==> src/rtl/tcc_pkg.sv <==
`timescale 1ns / 1ps
// ----------------------------------------------------------------------------
// tcc_pkg: shared types and constants for the thermal conveyor controller
// Register indexes, override mask bit positions, sensor and heater counts,
// and the signed maximum helper used by the frame path.
// ----------------------------------------------------------------------------
package tcc_pkg;

   // sensor and heater population
   localparam int NUM_SENSORS = 10;
   localparam int NUM_HEATERS = 3;
   localparam int MAX_SENSORS = 10;
   localparam int MAX_HEATERS = 3;

   // configuration port
   localparam int CSR_INDEX_W = 3;
   localparam int CSR_DATA_W  = 32;

   typedef logic [CSR_INDEX_W-1:0] csr_index_type;
   typedef logic signed [15:0]     temp_type;
   typedef logic [31:0]            tick_count_type;

   localparam csr_index_type CSR_MAX_TEMP      = 3'd0;
   localparam csr_index_type CSR_COOLING_TEMP  = 3'd1;
   localparam csr_index_type CSR_RUN_SPEED     = 3'd2;
   localparam csr_index_type CSR_MANUAL_MASK   = 3'd3;
   localparam csr_index_type CSR_START_PERIOD  = 3'd4;
   localparam csr_index_type CSR_HEAT_ON       = 3'd5;
   localparam csr_index_type CSR_HEAT_OFF      = 3'd6;

   // manual override mask bit positions
   localparam int MAN_CONVEYOR_BIT = 0;
   localparam int MAN_HEATER0_BIT  = 1;
   localparam int MAN_COOLER_BIT   = 4;

   // item operation codes
   localparam logic OP_TICK  = 1'b0;
   localparam logic OP_FRAME = 1'b1;

   function automatic temp_type smax(input temp_type a, input temp_type b);
      smax = (a > b) ? a : b;
   endfunction

endpackage

==> src/rtl/thermal_conveyor_controller_unit.sv <==
`timescale 1ns / 1ps
// A result is registered and appears in the cycle after its item is accepted.
// Throughput: one item per cycle; the single result register frees in the
// same cycle it is taken, so req_ready follows rsp_ready when it is full.
// Reset (synchronous, active high) clears all config registers to zero, sets
// the start flag and heating window, and zeroes counters and held outputs.
// ----------------------------------------------------------------------------
// thermal_conveyor_controller_unit: tick/frame driven conveyor, heater and
// cooler controller
// Ticks advance the start-up and heater duty-cycle counters; frames take the
// signed maximum of the sensor readings and update non-overridden outputs.
// ----------------------------------------------------------------------------
module thermal_conveyor_controller_unit (
   input  logic                              clock,
   input  logic                              reset,
   // configuration port
   input  logic                              csr_wr_en,
   input  tcc_pkg::csr_index_type            csr_index,
   input  logic [tcc_pkg::CSR_DATA_W-1:0]    csr_wdata,
   // input item channel
   input  logic                              req_valid,
   output logic                              req_ready,
   input  logic                              req_operation,
   input  logic signed [15:0]                req_temp_1,
   input  logic signed [15:0]                req_temp_2,
   input  logic signed [15:0]                req_temp_3,
   input  logic signed [15:0]                req_temp_4,
   input  logic signed [15:0]                req_temp_5,
   input  logic signed [15:0]                req_temp_6,
   input  logic signed [15:0]                req_temp_7,
   input  logic signed [15:0]                req_temp_8,
   input  logic signed [15:0]                req_temp_9,
   input  logic signed [15:0]                req_temp_10,
   // result channel
   output logic                              rsp_valid,
   input  logic                              rsp_ready,
   output logic [7:0]                        rsp_conveyor_speed_out,
   output logic [2:0]                        rsp_heater_bits,
   output logic                              rsp_cooler_on,
   output logic                              rsp_heating_window_on,
   output logic                              rsp_start_phase_on
);

   // configuration registers
   tcc_pkg::temp_type       max_temp_ff;
   tcc_pkg::temp_type       cooling_temp_ff;
   logic [7:0]              run_speed_ff;
   logic [4:0]              manual_mask_ff;
   tcc_pkg::tick_count_type start_period_ff;
   tcc_pkg::tick_count_type heat_on_ff;
   tcc_pkg::tick_count_type heat_off_ff;

   // controller state
   tcc_pkg::tick_count_type start_elapsed_ff, start_elapsed_in;
   tcc_pkg::tick_count_type phase_elapsed_ff, phase_elapsed_in;
   logic                    in_start_ff, in_start_in;
   logic                    window_ff, window_in;
   logic [7:0]              speed_ff, speed_in;
   logic [2:0]              heater_ff, heater_in;
   logic                    cooler_ff, cooler_in;

   // result register
   logic                    rsp_valid_ff;
   logic [7:0]              rsp_speed_ff;
   logic [2:0]              rsp_heater_ff;
   logic                    rsp_cooler_ff;
   logic                    rsp_window_ff;
   logic                    rsp_start_ff;

   logic                    accept;
   tcc_pkg::tick_count_type start_inc;
   tcc_pkg::tick_count_type phase_inc;
   tcc_pkg::temp_type       temps [tcc_pkg::MAX_SENSORS];
   tcc_pkg::temp_type       lvl1  [5];
   tcc_pkg::temp_type       lvl2a, lvl2b, lvl3, frame_max;
   logic                    over_temp;

   // the result slot frees whenever the held item is taken
   assign req_ready = !rsp_valid_ff || rsp_ready;
   assign accept    = req_valid && req_ready;

   // configuration writes; unknown indexes are dropped
   always_ff @(posedge clock) begin
      if (reset) begin
         max_temp_ff     <= '0;
         cooling_temp_ff <= '0;
         run_speed_ff    <= '0;
         manual_mask_ff  <= '0;
         start_period_ff <= '0;
         heat_on_ff      <= '0;
         heat_off_ff     <= '0;
      end else if (csr_wr_en) begin
         unique case (csr_index)
            tcc_pkg::CSR_MAX_TEMP:     max_temp_ff     <= csr_wdata[15:0];
            tcc_pkg::CSR_COOLING_TEMP: cooling_temp_ff <= csr_wdata[15:0];
            tcc_pkg::CSR_RUN_SPEED:    run_speed_ff    <= csr_wdata[7:0];
            tcc_pkg::CSR_MANUAL_MASK:  manual_mask_ff  <= csr_wdata[4:0];
            tcc_pkg::CSR_START_PERIOD: start_period_ff <= csr_wdata;
            tcc_pkg::CSR_HEAT_ON:      heat_on_ff      <= csr_wdata;
            tcc_pkg::CSR_HEAT_OFF:     heat_off_ff     <= csr_wdata;
            default: ;
         endcase
      end
   end

   // sensors beyond the populated count repeat sensor 1 (no effect on max)
   always_comb begin
      temps[0] = req_temp_1;
      temps[1] = req_temp_2;
      temps[2] = req_temp_3;
      temps[3] = req_temp_4;
      temps[4] = req_temp_5;
      temps[5] = req_temp_6;
      temps[6] = req_temp_7;
      temps[7] = req_temp_8;
      temps[8] = req_temp_9;
      temps[9] = req_temp_10;
      for (int i = 1; i < tcc_pkg::MAX_SENSORS; i++) begin
         if (i >= tcc_pkg::NUM_SENSORS) begin
            temps[i] = req_temp_1;
         end
      end
   end

   // signed maximum tree, four compare levels
   always_comb begin
      for (int i = 0; i < 5; i++) begin
         lvl1[i] = tcc_pkg::smax(temps[2*i], temps[2*i+1]);
      end
      lvl2a     = tcc_pkg::smax(lvl1[0], lvl1[1]);
      lvl2b     = tcc_pkg::smax(lvl1[2], lvl1[3]);
      lvl3      = tcc_pkg::smax(lvl2a, lvl2b);
      frame_max = tcc_pkg::smax(lvl3, lvl1[4]);
   end

   assign over_temp = frame_max > max_temp_ff;

   // saturating tick counters
   assign start_inc = (start_elapsed_ff == '1) ? start_elapsed_ff : start_elapsed_ff + 32'd1;
   assign phase_inc = (phase_elapsed_ff == '1) ? phase_elapsed_ff : phase_elapsed_ff + 32'd1;

   // next state for one item
   always_comb begin
      start_elapsed_in = start_elapsed_ff;
      phase_elapsed_in = phase_elapsed_ff;
      in_start_in      = in_start_ff;
      window_in        = window_ff;
      speed_in         = speed_ff;
      heater_in        = heater_ff;
      cooler_in        = cooler_ff;
      if (req_operation == tcc_pkg::OP_TICK) begin
         start_elapsed_in = start_inc;
         phase_elapsed_in = phase_inc;
         if (start_inc > start_period_ff) begin
            in_start_in = 1'b0;
            // window toggles when its own period is strictly exceeded
            if (window_ff) begin
               if (phase_inc > heat_on_ff) begin
                  window_in        = 1'b0;
                  phase_elapsed_in = '0;
               end
            end else begin
               if (phase_inc > heat_off_ff) begin
                  window_in        = 1'b1;
                  phase_elapsed_in = '0;
               end
            end
         end
      end else begin
         if (!manual_mask_ff[tcc_pkg::MAN_CONVEYOR_BIT]) begin
            speed_in = (in_start_ff || over_temp) ? 8'd0 : run_speed_ff;
         end
         for (int i = 0; i < tcc_pkg::NUM_HEATERS; i++) begin
            if (!manual_mask_ff[tcc_pkg::MAN_HEATER0_BIT + i]) begin
               heater_in[i] = window_ff && !over_temp;
            end
         end
         if (!manual_mask_ff[tcc_pkg::MAN_COOLER_BIT]) begin
            cooler_in = frame_max > cooling_temp_ff;
         end
      end
   end

   // state update on each accepted item
   always_ff @(posedge clock) begin
      if (reset) begin
         start_elapsed_ff <= '0;
         phase_elapsed_ff <= '0;
         in_start_ff      <= 1'b1;
         window_ff        <= 1'b1;
         speed_ff         <= '0;
         heater_ff        <= '0;
         cooler_ff        <= 1'b0;
      end else if (accept) begin
         start_elapsed_ff <= start_elapsed_in;
         phase_elapsed_ff <= phase_elapsed_in;
         in_start_ff      <= in_start_in;
         window_ff        <= window_in;
         speed_ff         <= speed_in;
         heater_ff        <= heater_in;
         cooler_ff        <= cooler_in;
      end
   end

   // result valid flag
   always_ff @(posedge clock) begin
      if (reset) begin
         rsp_valid_ff <= 1'b0;
      end else if (accept) begin
         rsp_valid_ff <= 1'b1;
      end else if (rsp_ready) begin
         rsp_valid_ff <= 1'b0;
      end
   end

   // result payload snapshot
   always_ff @(posedge clock) begin
      if (accept) begin
         rsp_speed_ff  <= speed_in;
         rsp_heater_ff <= heater_in;
         rsp_cooler_ff <= cooler_in;
         rsp_window_ff <= window_in;
         rsp_start_ff  <= in_start_in;
      end
   end

   assign rsp_valid              = rsp_valid_ff;
   assign rsp_conveyor_speed_out = rsp_speed_ff;
   assign rsp_heater_bits        = rsp_heater_ff;
   assign rsp_cooler_on          = rsp_cooler_ff;
   assign rsp_heating_window_on  = rsp_window_ff;
   assign rsp_start_phase_on     = rsp_start_ff;

endmodule
==> config.mk <==
export PLATFORM = sky130hd
export DESIGN_NAME = thermal_conveyor_controller_unit
export DESIGN_NICKNAME = d
export VERILOG_FILES = /design/src/rtl/tcc_pkg.sv /design/src/rtl/thermal_conveyor_controller_unit.sv
export SDC_FILE = /design/constraint.sdc
export NUM_CORES = 1
export LEC_CHECK = 0
export BUFFER_PORTS_ARGS = -buffer_cell sky130_fd_sc_hd__buf_2
export CORE_UTILIZATION = 40
export DETAILED_ROUTE_END_ITERATION = 10
export PLACE_DENSITY_LB_ADDON = 0.08
export SYNTH_ARGS = -nofsm -noshare
export SYNTH_HDL_FRONTEND = slang
export SYNTH_SLANG_ARGS = --single-unit
==> constraint.sdc <==
create_clock -name clock -period 16.7 [get_ports clock]
set_input_delay 0.835 -clock clock [delete_from_list [all_inputs] [get_ports clock]]
set_output_delay 0.835 -clock clock [all_outputs]
set_load 0.02 [all_outputs]
# Word level (Yosys, flattened, before mapping)
# Cells that the tools add are included.
[op_classes]
add_sub_neg = 2
mul = 0
div = 0
order_cmp = 14
eq_ne = 8
shift = 0
muxes = 33
bitwise_logic = 1
reduce_logical = 16
[ops]
columns = ["cell", "n"]
rows = [
  ["32-bit 2-to-1 mux", 6],
  ["16-bit > comparator", 11],
  ["16-bit 2-to-1 mux", 9],
  ["32-bit > comparator", 3],
  ["32-bit by 1-bit adder with 32-bit output, second input constant", 2],
  ["32-bit == test, second input constant", 2],
  ["8-bit 2-to-1 mux", 3],
  ["2-bit AND reduction", 8],
  ["1-bit 2-to-1 mux", 14],
  ["3-bit == test, second input constant", 3],
  ["3-bit by 2-bit == test with 1-bit output, second input constant", 2],
  ["3-bit by 1-bit == test with 1-bit output, second input constant", 1],
  ["3-bit logical NOT", 1],
  ["3-bit 2-to-1 mux", 1],
  ["1-bit logical AND", 2],
  ["1-bit logical NOT", 2],
  ["1-bit logical OR", 2],
  ["2-bit nonzero test", 1],
  ["1-bit NOT", 1],
]
[word_totals]
register_bits = 234
latchBits = 0
ram_bits = 0
romBits = 0
input_bits = 201
output_inout_bits = 16
word_cells = 94
memories = 0

# Longest topological paths before layout
[depth]
depth_word = 13
ltp_mapped = 60
mapped_depth_nobuf = 56

# Worst setup path before layout
# OpenSTA, ideal clock, no wires.
[synth_timing]
kind = "input-to-reg"
from = "input req_temp_8[15]"
to = "register speed_ff[0]"
setup_time_ns = 0.060
t_arrival_ns = 12.497
t_required_ns = 16.640
setup_slack_ns = 4.143
cell_stages = 58
n_path_buf = 5
path_cell_list = "inv_1 > ha_1 > nand4_2 > nor3_1 > a2111o_1 > or4_4 > nand2_2 > buf_4 > mux2i_1 > ha_1 > a21o_1 > a21o_1 > a21o_1 > a21oi_1 > o221ai_1 > nor2_1 > a32oi_2 > nand2_2 > (+22 left out) > a21oi_1 > or3_1 > buf_1 > clkbuf_1 > a21oi_1 > a21oi_1 > ha_1 > nor2b_1 > o21a_1 > o21a_1 > o21a_1 > o21a_1 > o21a_1 > o21ai_0 > a211oi_1 > o41a_1 > nor4_1 > a22o_1"
[synth_between]
elab_chain_len = 13
[synth_rtl]
columns = ["item", "line_no", "text"]
rows = [
  ["start, declared", "thermal_conveyor_controller_unit.sv:31", "input logic signed [15:0] req_temp_8,"],
  ["16-bit > comparator", "tcc_pkg.sv:41", "smax = (a > b) ? a : b;"],
  ["16-bit 2-to-1 mux (*)", "tcc_pkg.sv:41", ""],
  ["16-bit > comparator", "tcc_pkg.sv:41", ""],
  ["16-bit 2-to-1 mux (*)", "tcc_pkg.sv:41", ""],
  ["16-bit > comparator", "tcc_pkg.sv:41", ""],
  ["16-bit 2-to-1 mux (*)", "tcc_pkg.sv:41", ""],
  ["16-bit > comparator", "tcc_pkg.sv:41", ""],
  ["16-bit 2-to-1 mux (*)", "tcc_pkg.sv:41", ""],
  ["16-bit > comparator (*)", "thermal_conveyor_controller_unit.sv:136", "assign over_temp = frame_max > max_temp_ff;"],
  ["1-bit logical OR (*)", "thermal_conveyor_controller_unit.sv:171", "speed_in = (in_start_ff || over_temp) ? 8'd0 : run_speed_ff;"],
  ["8-bit 2-to-1 mux (*)", "thermal_conveyor_controller_unit.sv:171", ""],
  ["8-bit 2-to-1 mux (*)", "thermal_conveyor_controller_unit.sv:170", "if (!manual_mask_ff[tcc_pkg::MAN_CONVEYOR_BIT]) begin"],
  ["8-bit 2-to-1 mux (*)", "thermal_conveyor_controller_unit.sv:151", "if (req_operation == tcc_pkg::OP_TICK) begin"],
  ["end signal, assigned", "thermal_conveyor_controller_unit.sv:199", "speed_ff <= speed_in;"],
  ["end, declared", "thermal_conveyor_controller_unit.sv:58", "logic [7:0] speed_ff, speed_in;"],
]
# Every way passes the cells marked *; elsewhere a longest branch is shown, timed or not.
# A chain may end at the register's enable or synchronous reset.

# Worst setup path in the final report
[layout_timing]
from = "input req_temp_8[15]"
to = "register speed_ff[4]"
# Same word-level chain as after synthesis.

==> results.py <==
metrics = {
    "outcome": {
        "status": "completed",
    },
    "sta": {
        "fin_setup_tns_ns": 0,
        "slew_violations": 0,
        "timing.final.hold_violations": 0,
        "min_period_ns": 14.60,
        "setup_viol": 0,
        "finClkSkew_ns": 0.0209,
        "maxSlewHeadroom_pct": 19.7,
        "finalCritPeriodShare_pct": 87.5,
        "tightest_slew_ns": 1.17,
        "fmax_mhz": 68.5,
        "rsz0062_at_grt": "no",
    },
    "synth": {
        "synth_seq_cells": 234,
        "syn_area_mm2": 0.0192,
        "synth_most_common_cell": "nand2_1",
        "synth_edf_count": 14,
        "netlist_top_cells_count": "nand2_1, ha_1, inv_1",
        "yosysTopAreaCell": "dfxtp_1",
        "ys.flop_type": "dfxtp_1",
        "syn-instance-count": 2479,
        "synthesis.nets": 2951,
        "avgSynthCellArea_um2": 7.74,
        "ys_warn_count": 0,
        "ys_seq_area_share_pct": 25.1,
        "synth_cell_types": 87,
        "synth_async_sr_flop_share_pct": 0,
        "synthTopCellsByArea": "dfxtp_1, ha_1, nand2_1",
        "synth_top_area_share_pct": 22.9,
    },
    "power_and_ir_drop": {
        "cellPowerDensity_mw_per_mm2": 119,
        "leakagePower_nw": 9.60,
        "vdd_drop_max_mv": 0.112,
        "power.total_mw": 2.58,
    },
    "clocking": {
        "cts_setup_buffers": 0,
        "numCtsBuffers": 25,
        "clock_latency_ns": 0.55,
        "cts_tree": "built",
        "clock_sinks": 234,
        "cts_resized": 0,
        "hold_buffers": 0,
        "clk_pin_slew_ns": 0.06,
        "cts_buffer_depth": 3,
        "cts_root_buffer": "clkbuf_16",
        "htreeDepth": 1,
    },
    "critical_path": {
        "crit_arrival_ns": 15.09,
        "crit_top_cell": "o21a_1",
        "slowest_stage": "a2111oi_0",
        "crit_path_end_kind": "register",
        "cp-startpoint": "req_temp_8[15]",
        "worstPathRequired_ns": 17.19,
        "rrSetupSlack_ns": 10.21,
        "cp_max_fo": 49,
        "r2r_start": "phase_elapsed_ff[3]",
        "start_kind": "primary input",
        "path_class": "in -> reg",
        "slowest_delay_ns": 0.99,
    },
    "placed_design": {
        "numPortBuffers": 216,
        "placed_area_mm2": 0.0208,
        "numPlacedInstances": 3230,
        "routabilityCongestion": 0.903,
        "dpl.hpwl_um": 46500,
    },
    "finish": {
        "final_area_mm2": 0.0217,
        "drive_gt1_share_pct": 12.4,
        "final_cells": 3282,
        "area_growth_pct": 13.2,
        "fin_nets": 3122,
    },
    "floorplanning": {
        "rows": 79,
        "fp.coreArea_mm2": 0.0470,
        "die_h_um": 221,
        "die_w_um": 221,
        "die_area_mm2": 0.0489,
        "ios": 217,
        "start_util_pct": 40.9,
    },
    "hold_path": {
        "hp-start": "heat_off_ff[28]",
        "hp-class": "reg -> reg",
    },
    "detailed_routing": {
        "antenna_left": 0,
        "wl_um": 58600,
        "drt-initial-drc-count": 943,
        "viasPerCell": 5.46,
        "wire_per_inst_um": 17.9,
        "first_pass_iters": 5,
        "vias": 17900,
        "drc_errors": 0,
    },
    "global_route": {
        "grt_pass1_wl_um": 92800,
        "grt_max_degree": 78,
        "grt_antenna_before_repair": 7,
        "grt_overflow": 0,
        "grt_pass1_vias": 17700,
        "grt_use_total_pct": 23.4,
    },
    "flow_run": {
        "maxCapViolCount": 0,
    },
}
cells by family after synthesis:
family                     after synthesis  synth area share, %
and+or+nand+nor                        867                 20.7
AOI/OAI and AO/OA                      574                 19.7
buffers and inverters                  334                 6.67
DFF                                    234                 25.1
muxes                                  108                 5.87
xor gates and xnor gates                91                 4.23
adders and majority gates              271                 17.7
per-stage QoR:
step / hold slack (ns) / utilization, % / worst slack (ns)
3_5_place_dp: 0.447 / 44.4 / 1.90
5_1_grt: 0.473 / 46.3 / 0.803
3_3_place_gp: 0.444 / 44.4 / 2.07
6_report: 0.453 / 46.3 / 2.10
2_1_floorplan: 0.426 / - / 4.14
4_1_cts: 0.456 / 46.3 / 2.39
state kept, by name, indices dropped and copies added (netlist names), 16 cells and up:
register	flops
start_elapsed_ff	32
max_temp_ff	16
heat_on_ff	32
start_period_ff	32
heat_off_ff	32
cooling_temp_ff	16
phase_elapsed_ff	32
cell usage in the layout (no fill, tap or decap), types with 8 or more instances in the layout:
master and instances:
o221ai_1 12, o21ai_0 59, clkbuf_16 25, edfxtp_1 14, buf_2 215, o211ai_1 9
o211a_1 10, nand3_1 50, mux2_2 13, xor2_1 39, dfxtp_1 220, inv_1 245
nand2b_1 27, and3_1 14, and2_1 14, a21oi_1 236, nor4_1 19, nor2_1 166
nor3_1 24, o31a_1 10, o21a_1 35, ha_1 271, or3_1 17, a22o_1 33
buf_4 17, o31ai_1 20, mux2i_1 92, nand4_1 73, nand2_1 400, a31oi_1 9
xnor2_1 50, a211oi_1 11, a21o_1 56, nor2b_1 20, and4_1 8
where the power goes:
part	switching, mW	internal (mW)
Clock	0.244	0.354
Combinational	0.827	0.558
Sequential	0.00937	0.589
cell type report:
cell class,instances,area (µm²)
antenna,6,15.0
clock buffer,27,633
clock inverter,19,240
fill,4746,25200
inverter,246,923
multi-input combinational,1911,13100
sequential,234,4820
tap,607,759
timing repair buffer,232,1200
worst max-delay path, delay by kind of cell:
family	cells	cell delay, ns
adder cells (fa/ha/maj)	5	1.36
AO/OA/AOI/OAI	24	6.57
XOR/XNOR	1	0.38
AND/OR/NAND/NOR	18	4.77
buffers and inverters	3	0.56
multiplexers	1	0.58
routing by layer:
metal,up-vias,part of all wire (%),global-route usage [%]
met1,8419,43,27.5
li1,9075,-,-
met4,2,2.6,7.17
met3,84,3.5,2.67
met5,-,0.022,0
met2,324,51,44.2
final timing paths:
path,to,depth (start not counted)
worst min register to register,heat_off_ff[28],2
worst min-delay path,heat_off_ff[28],2
worst max register to register,phase_elapsed_ff[17],20
worst max-delay path,speed_ff[4],52
No activity file was read; power rests on OpenSTA's default activity.
